**src/rtl/tch_pkg.sv**
```systemverilog
package tch_pkg;

   // Angle resolution of the heading and number of CORDIC rotations.
   localparam int ANGLE_FRAC_BITS = 6;
   localparam int CORDIC_STAGES   = 16;

   // Field and datapath widths.
   localparam int SAMPLE_W  = 16;
   localparam int HEADING_W = 9 + ANGLE_FRAC_BITS;
   localparam int MAG_W     = 19;
   localparam int RAD_W     = 32;
   localparam int ROOT_W    = RAD_W / 2;
   localparam int XY_W      = 56;
   localparam int ZFRAC     = 20;
   localparam int Z_W       = 30;
   localparam int HR_W      = Z_W - (ZFRAC - ANGLE_FRAC_BITS);
   localparam int CSR_IDX_W = 3;

   localparam int HEAD_FULL   = 360 << ANGLE_FRAC_BITS;
   localparam int Z_HALF_TURN = 180 << ZFRAC;
   localparam int Z_ROUND     = 1 << (ZFRAC - 1 - ANGLE_FRAC_BITS);
   localparam int SCALE_ONE   = 16384;
   localparam int QUEUE_DEPTH = 4;
   localparam int QPTR_W      = $clog2(QUEUE_DEPTH);

   // Pipeline depth of the back end: square root, three multiply stages,
   // CORDIC set-up, the rotations and the output register.
   localparam int BACK_DEPTH = ROOT_W + 3 + 1 + CORDIC_STAGES + 1;

   typedef enum logic [CSR_IDX_W-1:0] {
      CSR_OFFSET_X = 3'd0,
      CSR_OFFSET_Y = 3'd1,
      CSR_OFFSET_Z = 3'd2,
      CSR_SCALE_X  = 3'd3,
      CSR_SCALE_Y  = 3'd4,
      CSR_SCALE_Z  = 3'd5
   } csr_idx_type;

   typedef struct packed {
      logic signed [SAMPLE_W-1:0] offset_x;
      logic signed [SAMPLE_W-1:0] offset_y;
      logic signed [SAMPLE_W-1:0] offset_z;
      logic [SAMPLE_W-1:0]        scale_x;
      logic [SAMPLE_W-1:0]        scale_y;
      logic [SAMPLE_W-1:0]        scale_z;
   } cfg_type;

   // One classified sample set as it waits between front and back.
   typedef struct packed {
      logic signed [SAMPLE_W-1:0] ax;
      logic signed [SAMPLE_W-1:0] ay;
      logic signed [SAMPLE_W-1:0] az;
      logic signed [MAG_W-1:0]    mx;
      logic signed [MAG_W-1:0]    my;
      logic signed [MAG_W-1:0]    mz;
      logic [RAD_W-1:0]           n2;
      logic [RAD_W-1:0]           r2;
      logic                       degen;
   } q_item_type;

   typedef struct packed {
      logic signed [XY_W-1:0] x;
      logic signed [XY_W-1:0] y;
      logic signed [Z_W-1:0]  z;
      logic                   clear;
      logic                   degen;
   } cordic_type;

   // atan(2^-i) in units of 2^-20 degree, rounded.
   function automatic logic signed [Z_W-1:0] atan_q20(input int unsigned idx);
      logic signed [Z_W-1:0] a;
      unique case (idx)
         0:  a = 30'sd47185920;
         1:  a = 30'sd27855475;
         2:  a = 30'sd14718068;
         3:  a = 30'sd7471121;
         4:  a = 30'sd3750058;
         5:  a = 30'sd1876857;
         6:  a = 30'sd938658;
         7:  a = 30'sd469357;
         8:  a = 30'sd234682;
         9:  a = 30'sd117342;
         10: a = 30'sd58671;
         11: a = 30'sd29335;
         12: a = 30'sd14668;
         13: a = 30'sd7334;
         14: a = 30'sd3667;
         15: a = 30'sd1833;
         16: a = 30'sd917;
         17: a = 30'sd458;
         18: a = 30'sd229;
         19: a = 30'sd115;
         20: a = 30'sd57;
         21: a = 30'sd29;
         22: a = 30'sd14;
         23: a = 30'sd7;
         default: a = '0;
      endcase
      return a;
   endfunction

endpackage

```
**src/rtl/tch_front.sv**
```systemverilog
module tch_front import tch_pkg::*; (
   input  logic                       clock,
   input  logic                       reset,
   input  logic                       req_valid,
   output logic                       req_ready,
   input  logic signed [SAMPLE_W-1:0] req_accel_x,
   input  logic signed [SAMPLE_W-1:0] req_accel_y,
   input  logic signed [SAMPLE_W-1:0] req_accel_z,
   input  logic signed [SAMPLE_W-1:0] req_mag_x,
   input  logic signed [SAMPLE_W-1:0] req_mag_y,
   input  logic signed [SAMPLE_W-1:0] req_mag_z,
   input  cfg_type                    cfg,
   input  logic                       q_full,
   output logic                       q_push,
   output q_item_type                 q_item
);

   logic                       vld_ff, vld_in;
   logic signed [SAMPLE_W-1:0] ax_ff, ay_ff, az_ff;
   logic signed [33:0]         px_ff, py_ff, pz_ff, px_in, py_in, pz_in;
   logic signed [31:0]         sqx_ff, sqy_ff, sqz_ff, sqx_in, sqy_in, sqz_in;
   logic signed [16:0]         dx, dy, dz, sx, sy, sz;
   logic [RAD_W-1:0]           r2, n2;
   logic                       take;

   assign take      = req_valid && req_ready;
   assign req_ready = !vld_ff || !q_full;
   assign q_push    = vld_ff && !q_full;

   // Hard-iron offset removal and the products for the soft-iron scale and squares.
   always_comb begin
      dx     = 17'(req_mag_x) - 17'(cfg.offset_x);
      dy     = 17'(req_mag_y) - 17'(cfg.offset_y);
      dz     = 17'(req_mag_z) - 17'(cfg.offset_z);
      sx     = $signed({1'b0, cfg.scale_x});
      sy     = $signed({1'b0, cfg.scale_y});
      sz     = $signed({1'b0, cfg.scale_z});
      px_in  = dx * sx;
      py_in  = dy * sy;
      pz_in  = dz * sz;
      sqx_in = req_accel_x * req_accel_x;
      sqy_in = req_accel_y * req_accel_y;
      sqz_in = req_accel_z * req_accel_z;
   end

   always_comb begin
      vld_in = vld_ff;
      if (take) begin
         vld_in = 1'b1;
      end else if (q_push) begin
         vld_in = 1'b0;
      end
   end

   always_ff @(posedge clock) begin
      if (reset) begin
         vld_ff <= 1'b0;
      end else begin
         vld_ff <= vld_in;
      end
   end

   always_ff @(posedge clock) begin
      if (take) begin
         ax_ff  <= req_accel_x;
         ay_ff  <= req_accel_y;
         az_ff  <= req_accel_z;
         px_ff  <= px_in;
         py_ff  <= py_in;
         pz_ff  <= pz_in;
         sqx_ff <= sqx_in;
         sqy_ff <= sqy_in;
         sqz_ff <= sqz_in;
      end
   end

   // Scale down, form the squared norms and flag a zero accelerometer vector.
   always_comb begin
      r2           = $unsigned(sqy_ff) + $unsigned(sqz_ff);
      n2           = $unsigned(sqx_ff) + r2;
      q_item.ax    = ax_ff;
      q_item.ay    = ay_ff;
      q_item.az    = az_ff;
      q_item.mx    = MAG_W'(px_ff >>> 14);
      q_item.my    = MAG_W'(py_ff >>> 14);
      q_item.mz    = MAG_W'(pz_ff >>> 14);
      q_item.n2    = n2;
      q_item.r2    = r2;
      q_item.degen = (n2 == '0);
   end

endmodule

```
**config.mk**
```make
export PLATFORM = sky130hd
export DESIGN_NAME = tch_front
export DESIGN_NICKNAME = d
export VERILOG_FILES = /design/src/rtl/tch_pkg.sv /design/src/rtl/tch_front.sv
export SDC_FILE = /design/constraint.sdc
export NUM_CORES = 2
export LEC_CHECK = 0
export ABC_AREA = 1
export BUFFER_PORTS_ARGS = -buffer_cell sky130_fd_sc_hd__buf_2
export CELL_PAD_IN_SITES_DETAIL_PLACEMENT = 0
export CELL_PAD_IN_SITES_GLOBAL_PLACEMENT = 1
export CORE_AREA = 8 8 403 405
export DETAILED_ROUTE_END_ITERATION = 12
export DIE_AREA = 0 0 411 413
export HOLD_SLACK_MARGIN = 0.08
export PLACE_DENSITY = 0.85
export SLEW_MARGIN = 20
export SYNTH_ARGS = -nofsm -noshare
export SYNTH_HDL_FRONTEND = slang
export SYNTH_SLANG_ARGS = --single-unit
```
**constraint.sdc**
```tcl
create_clock -name clock -period 10.9 [get_ports clock]
set_input_delay 1.09 -clock clock [delete_from_list [all_inputs] [get_ports clock]]
set_output_delay 1.09 -clock clock [all_outputs]
set_load 0.03 [all_outputs]
```
=== Yosys cells after proc, flatten, opt, wreduce, memory -nomap -nowiden ===
Index checks and enable logic that the tools add are counted.

* Bits in read-only memories: 0
* Bits of input ports: 196
* Memories kept: 0
* Word-level logic and storage cells: 30
* RAM bits: 0
* Latch bits: 0
* Output and inout bits: 172
* Register bits after elaboration: 244

* Bitwise operators: 0
* Add/subtract/negate cells: 5
* Muxes and demuxes: 2
* Multipliers: 6
* Magnitude comparators: 0
* Reductions and logical operators: 7
* Equality and inequality tests: 0
* Shift-type cells: 0
* Div/mod/pow operators: 0

{| class="wikitable"
|+ Operator list
! kind !! count
|-
| multiplier 17 x 17 -> 33 bit || 3
|-
| multiplier 16 x 16 -> 32 bit || 3
|-
| adder 32 bit || 2
|-
| subtractor 16 x 16 -> 17 bit || 3
|-
| zero test 32 bit || 1
|-
| logical AND 1 bit || 2
|-
| zero test 1 bit || 2
|-
| 2-to-1 mux 1 bit || 2
|-
| nonzero test 2 bit || 1
|-
| logical OR 1 bit || 1
|}

=== Logic depth before layout (Yosys ltp) ===
* Depth after elaboration: 4
* Mapped depth: 40
* Gate-level depth less buffers: 39

=== Worst setup path before layout ===
Ideal clock, no wire load.

* Kind: in2reg
* Start point: input port req_valid
* End point: register ax_ff[0] (enable)
* Stages on the path: 2
* Data required time: 10.086 ns
* Path slack: -0.409 ns
* Setup time: 0.814 ns
* Arrival: 10.495 ns
* Path buffers: 0
* Cell sequence: inv_1 -> a21oi_1

* Cells in the longest elaborated chain, start to end: 1

{| class="wikitable"
|+ Ends and longest elaborated chain
! what !! RTL line !! RTL
|-
| start: declaration || tch_front.sv:4 || <nowiki>input logic req_valid,</nowiki>
|-
| logical AND 1 bit || tch_front.sv:26 || <nowiki>assign take = req_valid && req_ready;</nowiki>
|-
| net take || tch_front.sv:24 || <nowiki>logic take;</nowiki>
|-
| end signal: assignment || tch_front.sv:65 || <nowiki>ax_ff <= req_accel_x;</nowiki>
|-
| end: declaration || tch_front.sv:19 || <nowiki>logic signed [SAMPLE_W-1:0] ax_ff, ay_ff, az_ff;</nowiki>
|}

The timed path passes the listed nets, and every way through them passes these cells.
A chain may end at the register's enable or synchronous reset.

=== Worst setup path in the final report ===
* Start point: input port req_mag_z[0]
* End point: register pz_ff[27], data pin

* Cells in the longest elaborated chain, start to end: 2

{| class="wikitable"
|+ Ends and longest elaborated chain
! what !! RTL line !! RTL
|-
| start: declaration || tch_front.sv:11 || <nowiki>input logic signed [SAMPLE_W-1:0] req_mag_z,</nowiki>
|-
| subtractor 16 x 16 -> 17 bit || tch_front.sv:34 || <nowiki>dz = 17'(req_mag_z) - 17'(cfg.offset_z);</nowiki>
|-
| multiplier 17 x 17 -> 33 bit || tch_front.sv:40 || <nowiki>pz_in = dz * sz;</nowiki>
|-
| net pz_in[27] || tch_front.sv:20 || <nowiki>logic signed [33:0] px_ff, py_ff, pz_ff, px_in, py_in, pz_in;</nowiki>
|-
| end signal: assignment || tch_front.sv:70 || <nowiki>pz_ff <= pz_in;</nowiki>
|-
| end: declaration || tch_front.sv:20 ||
|}

The timed path passes the listed nets, and every way through them passes these cells.

==> impl_metrics.ini <==
[detailed_routing]
wl_per_cell_um = 17.99
drt_iter0_drc = 3501
drcViolationCount = 0
viasPerCell = 5.021
num_vias = 53014
ant_nets = 0
drt-pass1-iter-count = 8
routed_wl_um = 190000

[clock_tree]
cts_root_buf = clkbuf_16
clk_pin_slew_worst_paths_ps = 100
numCtsBuffers = 17
postCtsSetupBuffers = 0
clkLatencyLatePin_ps = 550
h-tree-depth = 4
cts_tree = built
cts_resized = 0
clock_path_buffers = 2
cts_sinks = 196
hold_buffers = 0

[synthesis]
synth-main-ff-cell = edfxtp_1
syn_avg_cell_area_um2 = 8.447
synthCells = 8245
syn_area_um2 = 69650
synth_cell_types = 54
synth-edff-count = 195
ys_seq_area_share_pct = 8.436
ys_warn_count = 0
synth_nets = 10577
synth-async-reset-ratio_pct = 0
ys_seq_elements = 196

[critical_path]
start_kind = input pin
criticalPathCategory = input pin to register
endpoint_kind = register
crit_path_max_fanout = 11
crit_slowest_cell = xnor2_1
required_ps = 11220
cpPeakStageDelay_ps = 690
critPathArrivalTime_ps = 9060

[sta]
worst_slack_ps = 2160
hold_violations = 0
setup_tns_ps = 0
rsz0062_at_grt = false
maxSlewHeadroom_pct = 25.84
final-max-slew-violation-count = 0
setup_viol_count_final = 0
period_minus_slack_ps = 8740
clock_skew_ps = 20.40
fin_crit_sh_pct = 80.18
worst_pin_slew_ps = 1109
max_clock_freq_mhz = 114.4

[placement]
dpl_worst_slack_ps = 1693
numPortBuffers = 367
dp_hpwl_um = 164700
gp_congestion = 0.9637
dp.cells = 10525

[final_layout]
mostFrequentLayoutCell = inv_1
most-common-layout-cells = inv_1 (2488), fa_1 (1511), nand2_1 (1309)
nets = 10818
seq_area_um2 = 5876
drive_gt1_share_pct = 6.107
finalNonFillerCells = 10559
nFillCells = 15183
syn_to_final_growth_pct = 6.514
multiInputGateArea_um2 = 53660

[floorplan]
die_area_um2 = 169700
num_rows = 145
coreArea_um2 = 155700
fp.dieW_um = 411
io_pins = 368
initial_core_util_pct = 44.74
die_y_um = 413

[grt]
grt-ovfl-total = 0
track_usage_pct = 23.05
grt_first_pass_wirelength_um = 308700
grt_pass1_vias = 57465
grt_antenna_before_repair = 5
grt_max_degree = 135

[hold_path]
hp-class = register to register

[run]
cap_viol_max_count = 0

[run_status]
status = complete, no violations
==> Yosys cell counts, drive strengths merged, types with 8 or more instances <==
cell type | n | share of area [%]
inv | 2495 | 13
fa | 1511 | 43
nand2 | 1318 | 7.2
nor2 | 650 | 3.5
ha | 625 | 11
a21oi | 313 | 2.3
edfxtp | 195 | 8.4
xor2 | 193 | 2.4
o21ai | 156 | 1.2
clkbuf | 146 | 0.79
nand3 | 135 | 0.98
xnor2 | 131 | 1.6
or2 | 67 | 0.60
nor3 | 45 | 0.32
clkinv | 35 | 0.19
a21o | 32 | 0.34
o21bai | 28 | 0.30
nand4 | 25 | 0.22
a31oi | 22 | 0.20
o211ai | 16 | 0.17
buf | 15 | 0.14
nor4 | 13 | 0.12
a21boi | 11 | 0.13
o21a | 11 | 0.12
o31ai | 8 | 0.093
==> logic make-up (layout without fill, tap and decap cells) <==
logic type      count (synthesis)  in the layout  share of synthesized area [%]
other cells                     0              2                              0
fa+ha+maj                    2136           2136                          54.66
flops                         196            196                          8.436
simple gates                 2262           2262                          12.99
buf+inv                      2691           2945                          14.56
xor+xnor                      324            324                          4.096
compound gates                636            636                          5.253
==> per-stage QoR <==
stage / area [um^2] / hold slack [ps] / utilization (%)
after global placement: 73570 / 498.0 / 47.26
after global routing: 74180 / 588.5 / 47.66
after floorplan: 69650 / 687.0 / -
after detailed placement: 73570 / 520.9 / 47.26
final: 74180 / 531.0 / 47.66
after CTS: 74180 / 530.8 / 47.65
==> layer usage <==
layer / vias up / track usage (%) / wire length [um]
li1: 24488 / - / -
met1: 26742 / 31.17 / 82290
met2: 1545 / 38.20 / 88830
met3: 237 / 4.779 / 14640
met4: 2 / 5.441 / 4217
met5: - / 0 / 7
==> area by class of cell <==
type	count	share of cell area (%)
clock buffer	18	0.5785
inverter	2530	12.80
antenna	2	0.006747
sequential	196	7.920
multi-input combinational	5358	72.33
timing repair buffer	383	2.655
clock inverter	14	0.2395
tap	2058	3.471
==> registers in the layout, summed over array words and instances (netlist names) <==
signal  flops
ay_ff      16
py_ff      19
sqz_ff     30
ax_ff      16
az_ff      16
sqx_ff     30
pz_ff      19
vld_ff      1
px_ff      19
sqy_ff     30
==> path summary, 6_finish.rpt <==
| kind | endpoint | start | slack, ps | depth (start not counted) |
|---|---|---|---|---|
| worst max-delay path | pz_ff[27]$_DFFE_PP_ | req_mag_z[0] | 2160 | 36 |
| worst min-delay path | vld_ff$_SDFFE_PP0P_ | vld_ff$_SDFFE_PP0P_ | 530 | 2 |
| worst max register to register | ay_ff[2]$_DFFE_PP_ | vld_ff$_SDFFE_PP0P_ | 8480 | 3 |
| worst min register to register | vld_ff$_SDFFE_PP0P_ | vld_ff$_SDFFE_PP0P_ | 530 | 2 |
==> critical path, delay by kind of cell <==
| kind | cells | cell delay (ps) |
|---|---|---|
| xor gates and xnor gates | 1 | 690 |
| adders and majority gates | 9 | 3800 |
| buffers and inverters | 8 | 900 |
| AOI/OAI and AO/OA | 9 | 1520 |
| and+or+nand+nor | 9 | 1000 |
Power is not shown: default switching activity piles up to over one toggle a cycle in this logic, so the estimate is an artifact.
