===== config.mk =====
export PLATFORM = sky130hd
export DESIGN_NAME = tch_queue
export DESIGN_NICKNAME = d
export VERILOG_FILES = /design/src/rtl/tch_pkg.sv /design/src/rtl/tch_queue.sv
export SDC_FILE = /design/constraint.sdc
export NUM_CORES = 1
export LEC_CHECK = 0
export CORE_ASPECT_RATIO = 0.7
export CORE_MARGIN = 2
export CORE_UTILIZATION = 56
export DETAILED_ROUTE_END_ITERATION = 10
export DONT_BUFFER_PORTS = 1
export PLACE_DENSITY = 0.71
export SLEW_MARGIN = 20
export SYNTH_ARGS = -nofsm -noshare
export SYNTH_HDL_FRONTEND = slang
export SYNTH_SLANG_ARGS = --single-unit

===== constraint.sdc =====
create_clock -name clock -period 8.15 [get_ports clock]
set_clock_uncertainty 0.15 [all_clocks]
set_input_delay 1.2225 -clock clock [delete_from_list [all_inputs] [get_ports clock]]
set_output_delay 1.2225 -clock clock [all_outputs]
set_load 0.1 [all_outputs]

===== src/rtl/tch_pkg.sv =====
package tch_pkg;

   // Angle resolution of the heading and number of CORDIC rotations.
   localparam int ANGLE_FRAC_BITS = 6;
   localparam int CORDIC_STAGES   = 16;

   // Field and datapath widths.
   localparam int SAMPLE_W  = 16;
   localparam int HEADING_W = 9 + ANGLE_FRAC_BITS;
   localparam int MAG_W     = 19;
   localparam int RAD_W     = 32;
   localparam int ROOT_W    = RAD_W / 2;
   localparam int XY_W      = 56;
   localparam int ZFRAC     = 20;
   localparam int Z_W       = 30;
   localparam int HR_W      = Z_W - (ZFRAC - ANGLE_FRAC_BITS);
   localparam int CSR_IDX_W = 3;

   localparam int HEAD_FULL   = 360 << ANGLE_FRAC_BITS;
   localparam int Z_HALF_TURN = 180 << ZFRAC;
   localparam int Z_ROUND     = 1 << (ZFRAC - 1 - ANGLE_FRAC_BITS);
   localparam int SCALE_ONE   = 16384;
   localparam int QUEUE_DEPTH = 4;
   localparam int QPTR_W      = $clog2(QUEUE_DEPTH);

   // Pipeline depth of the back end: square root, three multiply stages,
   // CORDIC set-up, the rotations and the output register.
   localparam int BACK_DEPTH = ROOT_W + 3 + 1 + CORDIC_STAGES + 1;

   typedef enum logic [CSR_IDX_W-1:0] {
      CSR_OFFSET_X = 3'd0,
      CSR_OFFSET_Y = 3'd1,
      CSR_OFFSET_Z = 3'd2,
      CSR_SCALE_X  = 3'd3,
      CSR_SCALE_Y  = 3'd4,
      CSR_SCALE_Z  = 3'd5
   } csr_idx_type;

   typedef struct packed {
      logic signed [SAMPLE_W-1:0] offset_x;
      logic signed [SAMPLE_W-1:0] offset_y;
      logic signed [SAMPLE_W-1:0] offset_z;
      logic [SAMPLE_W-1:0]        scale_x;
      logic [SAMPLE_W-1:0]        scale_y;
      logic [SAMPLE_W-1:0]        scale_z;
   } cfg_type;

   // One classified sample set as it waits between front and back.
   typedef struct packed {
      logic signed [SAMPLE_W-1:0] ax;
      logic signed [SAMPLE_W-1:0] ay;
      logic signed [SAMPLE_W-1:0] az;
      logic signed [MAG_W-1:0]    mx;
      logic signed [MAG_W-1:0]    my;
      logic signed [MAG_W-1:0]    mz;
      logic [RAD_W-1:0]           n2;
      logic [RAD_W-1:0]           r2;
      logic                       degen;
   } q_item_type;

   typedef struct packed {
      logic signed [XY_W-1:0] x;
      logic signed [XY_W-1:0] y;
      logic signed [Z_W-1:0]  z;
      logic                   clear;
      logic                   degen;
   } cordic_type;

   // atan(2^-i) in units of 2^-20 degree, rounded.
   function automatic logic signed [Z_W-1:0] atan_q20(input int unsigned idx);
      logic signed [Z_W-1:0] a;
      unique case (idx)
         0:  a = 30'sd47185920;
         1:  a = 30'sd27855475;
         2:  a = 30'sd14718068;
         3:  a = 30'sd7471121;
         4:  a = 30'sd3750058;
         5:  a = 30'sd1876857;
         6:  a = 30'sd938658;
         7:  a = 30'sd469357;
         8:  a = 30'sd234682;
         9:  a = 30'sd117342;
         10: a = 30'sd58671;
         11: a = 30'sd29335;
         12: a = 30'sd14668;
         13: a = 30'sd7334;
         14: a = 30'sd3667;
         15: a = 30'sd1833;
         16: a = 30'sd917;
         17: a = 30'sd458;
         18: a = 30'sd229;
         19: a = 30'sd115;
         20: a = 30'sd57;
         21: a = 30'sd29;
         22: a = 30'sd14;
         23: a = 30'sd7;
         default: a = '0;
      endcase
      return a;
   endfunction

endpackage


===== src/rtl/tch_queue.sv =====
module tch_queue import tch_pkg::*; (
   input  logic       clock,
   input  logic       reset,
   input  logic       push,
   input  q_item_type push_item,
   input  logic       pop,
   output q_item_type head_item,
   output logic       full,
   output logic       empty
);

   q_item_type             entry_ff [QUEUE_DEPTH];
   logic [QPTR_W-1:0]      wr_ptr_ff, wr_ptr_in, rd_ptr_ff, rd_ptr_in;
   logic [QPTR_W:0]        count_ff, count_in;

   assign full      = (count_ff == (QPTR_W + 1)'(QUEUE_DEPTH));
   assign empty     = (count_ff == '0);
   assign head_item = entry_ff[rd_ptr_ff];

   // Pointer and fill count update.
   always_comb begin
      wr_ptr_in = wr_ptr_ff;
      rd_ptr_in = rd_ptr_ff;
      count_in  = count_ff;
      if (push) begin
         wr_ptr_in = wr_ptr_ff + 1'b1;
      end
      if (pop) begin
         rd_ptr_in = rd_ptr_ff + 1'b1;
      end
      if (push && !pop) begin
         count_in = count_ff + 1'b1;
      end else if (pop && !push) begin
         count_in = count_ff - 1'b1;
      end
   end

   always_ff @(posedge clock) begin
      if (reset) begin
         wr_ptr_ff <= '0;
         rd_ptr_ff <= '0;
         count_ff  <= '0;
      end else begin
         wr_ptr_ff <= wr_ptr_in;
         rd_ptr_ff <= rd_ptr_in;
         count_ff  <= count_in;
      end
   end

   always_ff @(posedge clock) begin
      if (push) begin
         entry_ff[wr_ptr_ff] <= push_item;
      end
   end

endmodule


# Word-level counts from Yosys, hierarchy flattened
# Memory sizes are Yosys's and may differ from the RTL's. A register that Yosys moved wholly into a read port is not among the register bits.
# Index checks and enable logic that the tools add are counted.
# Widths: inputs -> output; s select.
totals:
  ff_bits: 7
  ramBits: 680
  inputBits: 174
  out_inout_bits: 172
  wordCells: 21
  n_memories: 1
mem_list:
  columns: ["name", "depth", "width", "rd", "rd_clocked_by_memory_dff", "wr", "line_no", "rtl"]
  rows:
  - ["entry_ff", 4, 170, 1, 1, 1, "tch_queue.sv:12", "q_item_type entry_ff [QUEUE_DEPTH];"]
classes:
  add_sub_neg: 4
  n_eq_ne: 1
  n_mux: 6
  n_reduce_logical: 6
op_table:
  columns: ["cell", "n"]
  rows:
  - ["$mux 3", 2]
  - ["$add 2x1->2 const B", 2]
  - ["$mux 2", 2]
  - ["$add 3x1->3 const B", 1]
  - ["$eq 3x3->1 const B", 1]
  - ["$logic_not 3->1", 1]
  - ["$sub 3x1->3 const B", 1]
  - ["$logic_and 1x1->1", 2]
  - ["$logic_not 1->1", 2]
  - ["$mux 1", 2]
  - ["$reduce_bool 2->1", 1]

# Logic depth before layout (Yosys ltp)
# Gate-level depths: netlist (run 1).
depth:
  depth_word: 4
  depth_mapped: 7
  ltp_nobuf: 7

# Worst setup path before layout (run 1)
# No wires, ideal clock.
synth_timing:
  kind: "input-to-reg"
  start: "input push"
  end: "memory entry_ff[0][0] (netlist bit) (enable)"
  setup_time_ps: 550
  arrival_time_ps: 5091
  required_time_ps: 7450
  setup_slack_ps: 2359
  cell_stages: 1
  n_path_buf: 0
  path_cell_list: "and2_1"
synth_via:
  elab_chain_len: 2
synth_rtl:
  columns: ["element", "line_no", "rtl"]
  rows:
  - ["from (decl)", "tch_queue.sv:4", "input logic push,"]
  - ["$mux 1", "tch_queue.sv:51", "if (push) begin"]
  - ["$mux 1 (not written as such)", "tch_queue.sv:52", "entry_ff[wr_ptr_ff] <= push_item;"]
  - ["to (decl)", "tch_queue.sv:12", null]
# No other way between the ends.

==> out/summary.log, run 1 <==
qor: status.outcome completed
qor: grt.met2_usage_grt 31.0%
qor: critical_path.worst_setup_path_start_kind flip-flop
qor: power_and_ir_drop.power.switching_fraction 30.0%
qor: grt.grt_util_met1 25.9%
qor: placed_design.gpl.final_weighted_congestion 0.751
qor: floorplanning.rows 64
qor: critical_path.endpoint_kind primary output
qor: logic_synthesis.netlist.top_cell.by_area edfxtp_1
qor: min_path.hold_class reg -> reg
qor: critical_path.rr_worst_depth 4
qor: logic_synthesis.post_synthesis_cell_area 24900 um2
qor: power_and_ir_drop.power_frac_seq 50.7%
qor: route.detail_route.wirelength 44.9 mm
qor: min_path.holdPathStages 2
qor: power_and_ir_drop.share_clk_of_total_power 31.3%
qor: critical_path.regToRegStartpoint wr_ptr_ff[0]
qor: grt.grt_antenna_before_repair 0
qor: timing.slew_headroom 25.5%
qor: critical_path.crit_required 6.78 ns
qor: layout.finalNetCount 1148
qor: timing.period_share 55.2%
qor: route.route.vias.total 9678
qor: critical_path.r2r_end entry_ff[2][118]
qor: floorplanning.fp.dieH 181 um
qor: route.avgViaCountPerCell 6.02
qor: placed_design.detailedPlace.worstSlack 4.22 ns
qor: grt.globalRoute.totalOverflow 0
qor: timing.fmax 222 MHz
qor: critical_path.timing.critical_path.arrival 3.13 ns
qor: logic_synthesis.ys_ff_latch 689
qor: cts.cts.sinks 689
qor: grt.globalRouteMet3Util 7.69%
qor: logic_synthesis.post-synth-top-area-fraction 81.9%
qor: critical_path.critPathBufInv 1
qor: min_path.hold_end count_ff[2]
qor: power_and_ir_drop.cell_int_power 5.70 mW
qor: power_and_ir_drop.power-per-cell-area 298 nW/um2
qor: critical_path.critical_path.max_stage_delay 0.86 ns
qor: route.antenna_left 0
qor: power_and_ir_drop.share_comb_of_total_power 18.0%
qor: timing.finalMaxSlewViolations 0
qor: min_path.hold_path.startpoint count_ff[2]
qor: floorplanning.pin_count 346
qor: cts.tritoncts built
qor: floorplanning.fp.dieW 256 um
qor: logic_synthesis.synthTopCellsByArea edfxtp_1 (82%), mux4_2 (15%), dfxtp_1 (0.72%)
qor: flow_run.max-cap-violations 0
qor: critical_path.crit_family buffers and inverters
qor: layout.antenna-diode-count 0
qor: critical_path.worstSetupPathType reg -> out
qor: grt.grt_start_max_net_pins 98
qor: grt.grt_first_pass_wirelength 67.0 mm
qor: logic_synthesis.synth_cell_type_count 20
qor: layout.drive_gt1_share 26.8%
qor: logic_synthesis.avgSynthCellArea 26.8 um2
qor: logic_synthesis.synth_cells 932
qor: cts.cts_buffers 59
qor: floorplanning.placeableCoreArea 43800 um2
qor: cts.post_cts_clock_slew_at_the_launch_and_capture_registers_of_the_worst_setup_and_hold_paths 0.07 ns
qor: grt.grt_most_used_layer met2
qor: timing.final_hold_viol_count 0
qor: critical_path.crit_path_cell_trace buf_4 > mux4_2
qor: placed_design.detailedPlacementHpwl 26.9 mm
qor: power_and_ir_drop.leakage 8.34 nW
qor: cts.clkLatencyLatePin 0.57 ns
qor: power_and_ir_drop.vdd_ir_drop_max 0.199 mV
qor: floorplanning.initial_utilization 56.9%
qor: timing.rsz0062_at_grt no
qor: route.dr.pass1.iters 5
qor: grt.vias_in_the_first_global_route 10100
qor: timing.setup-violations-final 0
qor: floorplanning.floorplan.die_area 46300 um2
qor: critical_path.critPathSlowestCell buf_4
qor: power_and_ir_drop.total_switching_power 2.45 mW
qor: cts.clock_tree.root_cell clkbuf_16
qor: power_and_ir_drop.pnr_total_power 8.15 mW
qor: route.drc 0
qor: grt.groute.usage.overall 19.5%
qor: cts.cts-htree-levels 2
qor: timing.final.min_clock_period 4.50 ns
qor: logic_synthesis.ys.warnings.count 0
qor: layout.area_growth_syn_to_layout 9.70%
qor: cts.post_cts.resized_instances 0
qor: cts.post-cts-setup-buffer-count 0
qor: logic_synthesis.synthesized_nets 1112
qor: route.route.detailed.wl_per_inst 27.9 um
qor: critical_path.regToRegSetupSlack 5.43 ns
qor: timing.tightest_slew 1.12 ns
qor: timing.setup_tns 0 ns
qor: cts.cts-root-to-sink-buffers 3
qor: placed_design.port_buffers 0
qor: route.drt-initial-drc-count 1046
qor: timing.finalWorstSetupSlack 3.65 ns
qor: critical_path.critical_path_peak_fanout 73
qor: logic_synthesis.synth_seq_area_share 82.6%
qor: cts.holdBufCountCts 0
worst reg2reg max path, stage by stage, from the launching register on:
cell and delay, ns:
dfxtp_1 0.35, inv_1 0.09, ha_1 0.14, and2_4 0.69
buf_4 0.87
state kept, by name (all words and copies together) (netlist names), named ones only:
name	cells
count_ff	3
entry_ff	680
rd_ptr_ff	2
wr_ptr_ff	2
power groups by stage:
stage / Clock, mW / Sequential, mW / Combinational (mW)
final: 2.55 / 4.13 / 1.47
after global routing: 2.76 / 4.14 / 1.50
after CTS: 2.61 / 4.13 / 1.49
after detailed placement: 0 / 4.21 / 1.48
after global placement: 0 / 4.20 / 1.48
after floorplan: 0 / 4.20 / 1.37
cells in the mapped netlist:
cell      count
xnor2_1       2
nor3b_1       1
nor3_1        1
and2_1        4
xor2_1        3
o21ai_0       1
nand2_1       1
a21oi_1       1
ha_1          5
inv_1         4
clkbuf_1      8
fa_1          1
mux4_2      170
nor2_1        7
buf_6        12
mux2i_1       2
or3_1         1
edfxtp_1    680
dfxtp_1       9
buf_2        19
cell type report:
| class | instances | area [um2] |
|---|---|---|
| flip-flops and latches | 689 | 20600 |
| fillers | 2865 | 16400 |
| multi-input cells | 200 | 4080 |
| clock buffers | 80 | 1590 |
| well taps | 594 | 743 |
| clock inverters | 27 | 166 |
| repair buffers | 14 | 156 |
| inverters | 4 | 15.0 |
layer usage:
metal,wire [um],share of wire [%]
met2,22300,50
met3,4320,9.6
met5,0,0
met4,824,1.8
met1,17400,39
placed cells by master (no fill, tap or decap), types with 3 or more instances in the layout:
cell type,instances
edfxtp_1,680
mux4_2,170
clkbuf_16,61
clkbuf_1,18
clkinv_2,12
buf_4,10
clkinv_1,9
nor2_1,7
dfxtp_1,7
ha_1,5
inv_1,4
and2_4,4
xor2_1,3
inv_6,3
clkbuf_8,3
how the worst max path moves through the flow:
stage | from | end | depth (start not counted)
3_3_place_gp | flip-flop | head_item[128] | 2
3_5_place_dp | flip-flop | head_item[135] | 2
2_1_floorplan | push | entry_ff[0][0] | 1
4_1_cts | flip-flop | head_item[91] | 2
6_report | flip-flop | head_item[91] | 2
5_1_grt | flip-flop | head_item[93] | 2
cell families (layout without fill, tap and decap cells):
family	after synthesis	after routing	synth area share, %
buf+inv	43	125	1.10
compound gates	2	2	0.0401
fa+ha+maj	6	6	0.331
simple gates	15	15	0.296
mux	172	172	15.4
xor+xnor	5	5	0.176
flops	689	689	82.6
through the flow:
stage / cells / utilization [%] / cell area (um2) / hold WS, ns
6_report: 1608 / 62.4 / 27400 / 0.377
5_1_grt: 1608 / 62.4 / 27400 / 0.406
4_1_cts: 1608 / 62.4 / 27300 / 0.374
3_3_place_gp: 1501 / 58.4 / 25600 / 0.336
2_1_floorplan: 932 / - / 24900 / 0.316
3_5_place_dp: 1501 / 58.4 / 25600 / 0.364
Power figures use the tool's default switching activity.
==> inputs of run 2 (changes only) <==
- PLACE_DENSITY: 0.71 -> 0.74
- clock period: 8.15 -> 3.95 ns (I/O delays scaled with it)
==> run 2 against run 1 <==
Final cell count grew 13%. Flip-flop and latch count is the same. Core utilization increased by 5.3 points. Worst setup slack got worse by 3.1 ns. Combinational power grew 120%. Die area unchanged. Via count up 11%. Critical path type unchanged. Critical endpoint is now head_item[89].
==> out/summary.log, run 2 (synthesis gave the netlist of run 1 again) <==
qor: min_path.hold_class in -> reg
qor: floorplanning.pin_count 346
qor: floorplanning.placeableCoreArea 43800 um2
qor: route.avgViaCountPerCell 5.91
qor: status.outcome completed
qor: critical_path.regToRegStartpoint wr_ptr_ff[0]
qor: layout.fillers 2574
qor: grt.grt_antenna_before_repair 5
qor: placed_design.post_dp_cell_area 25900 um2
qor: critical_path.timing.critical_path.arrival 2.69 ns
qor: cts.post_cts.resized_instances 0
qor: critical_path.worst_setup_path_start_kind flip-flop
qor: timing.finalWorstSetupSlack 0.521 ns
qor: grt.grt_first_pass_wirelength 73.9 mm
qor: route.detail_route.wirelength 50.0 mm
qor: layout.register_area 20600 um2
qor: placed_design.port_buffers 0
qor: timing.setup_tns 0 ns
qor: critical_path.critical_path.max_stage_delay 0.85 ns
qor: power_and_ir_drop.pnr_total_power 17.8 mW
qor: layout.top_register entry_ff
qor: cts.cts_buffers 60
qor: cts.clkLatencyLatePin 0.60 ns
qor: power_and_ir_drop.share_clk_of_total_power 33.7%
qor: layout.finalInstanceArea 29700 um2
qor: critical_path.rr_worst_depth 4
qor: power_and_ir_drop.leakage 9.35 nW
qor: power_and_ir_drop.power_frac_seq 47.8%
qor: timing.slew_headroom 42.9%
qor: layout.most-common-layout-cells edfxtp_1 (680), dlygate4sd3_1 (172), mux4_2 (170)
qor: power_and_ir_drop.total_switching_power 5.35 mW
qor: placed_design.detailedPlacementHpwl 29.3 mm
qor: critical_path.crit_family multiplexers
qor: cts.tritoncts built
qor: floorplanning.fp.dieW 256 um
qor: route.antenna_left 0
qor: floorplanning.rows 64
qor: layout.largestRegisters entry_ff (680), count_ff (3)
qor: grt.grt_start_max_net_pins 92
qor: critical_path.critPathBufInv 1
qor: layout.layout_commonest_cell edfxtp_1
qor: min_path.hold_path.startpoint pop
qor: route.drt-initial-drc-count 1194
qor: placed_design.detailedPlace.worstSlack 1.08 ns
qor: critical_path.crit_required 3.21 ns
qor: grt.vias_in_the_first_global_route 11300
qor: placed_design.gpl.final_weighted_congestion 0.795
qor: timing.fmax 292 MHz
qor: cts.cts-htree-levels 2
qor: cts.cts-root-to-sink-buffers 3
qor: timing.finalMaxSlewViolations 0
qor: placed_design.placed_cells 1525
qor: flow_run.max-cap-violations 0
qor: floorplanning.fp.dieH 181 um
qor: layout.area_growth_syn_to_layout 19.0%
qor: critical_path.critPathSlowestCell mux4_2
qor: route.dr.pass1.iters 4
qor: layout.multiInputGateArea 4080 um2
qor: layout.largest_reg_flops 680
qor: cts.post_cts_clock_slew_at_the_launch_and_capture_registers_of_the_worst_setup_and_hold_paths 0.06 ns
qor: critical_path.r2r_end entry_ff[2][119]
qor: critical_path.worstSetupPathType reg -> out
qor: min_path.holdPathStages 2
qor: route.route.detailed.wl_per_inst 27.6 um
qor: timing.setup-violations-final 0
qor: layout.fin_util 67.8%
qor: layout.stdcell_count 1814
qor: cts.cts.sinks 689
qor: critical_path.crit_path_cell_trace buf_12 > mux4_2
qor: timing.final.min_clock_period 3.43 ns
qor: route.drc 0
qor: grt.groute.usage.overall 21.6%
qor: timing.fin_hold_ws 0.0304 ns
qor: floorplanning.floorplan.die_area 46300 um2
qor: layout.finalNetCount 1345
qor: critical_path.critical_path_peak_fanout 51
qor: cts.clock_tree.root_cell clkbuf_16
qor: critical_path.regToRegSetupSlack 1.69 ns
qor: power_and_ir_drop.power-per-cell-area 601 nW/um2
qor: power_and_ir_drop.cell_int_power 12.5 mW
qor: timing.final_hold_viol_count 0
qor: timing.tightest_slew 0.856 ns
qor: layout.drive_gt1_share 24.9%
qor: timing.rsz0062_at_grt no
qor: timing.period_share 86.8%
qor: power_and_ir_drop.vdd_ir_drop_max 0.393 mV
qor: critical_path.endpoint_kind primary output
qor: floorplanning.initial_utilization 56.9%
qor: route.route.vias.total 10700
qor: grt.globalRoute.totalOverflow 0
qor: power_and_ir_drop.power.switching_fraction 30.0%
qor: power_and_ir_drop.share_comb_of_total_power 18.5%
[run 2: cell type report]
cell class	count	share of cell area [%]
sequential	689	69.4
inverter	4	0.0506
multi-input combinational	200	13.7
timing repair buffer	210	7.39
clock inverter	43	1.53
antenna	5	0.0422
clock buffer	69	5.32
tap	594	2.50
[run 2: worst max-delay path by stage]
| stage | cells after the start | startpoint | to |
|---|---|---|---|
| 2_1_floorplan | 1 | count_ff[1] | full |
| 3_3_place_gp | 2 | flip-flop | head_item[58] |
| 3_5_place_dp | 2 | flip-flop | head_item[75] |
| 4_1_cts | 2 | flip-flop | head_item[58] |
| 5_1_grt | 2 | flip-flop | head_item[89] |
| 6_report | 2 | flip-flop | head_item[89] |
[run 2: power groups by stage]
stage          clock network, mW  registers (mW)  logic [mW]
5_1_grt                     6.39            8.55        3.39
2_1_floorplan                  0            8.63        2.82
6_report                    6.01            8.53        3.30
3_5_place_dp                   0            8.68        3.10
4_1_cts                     6.07            8.53        3.33
3_3_place_gp                   0            8.66        3.09
[run 2: per-layer routing]
metal | GRT usage (%) | share of wire (%)
met4 | 4.82 | 1.9
met3 | 5.43 | 7.7
met1 | 29.3 | 39
met5 | 0 | 0.022
met2 | 35.9 | 51
[run 2: timing repair]
item | in CTS | in global routing
hold endpoints to repair | 689 | 0
buffers inserted | 0 | 0
hold buffers | 172 | 0
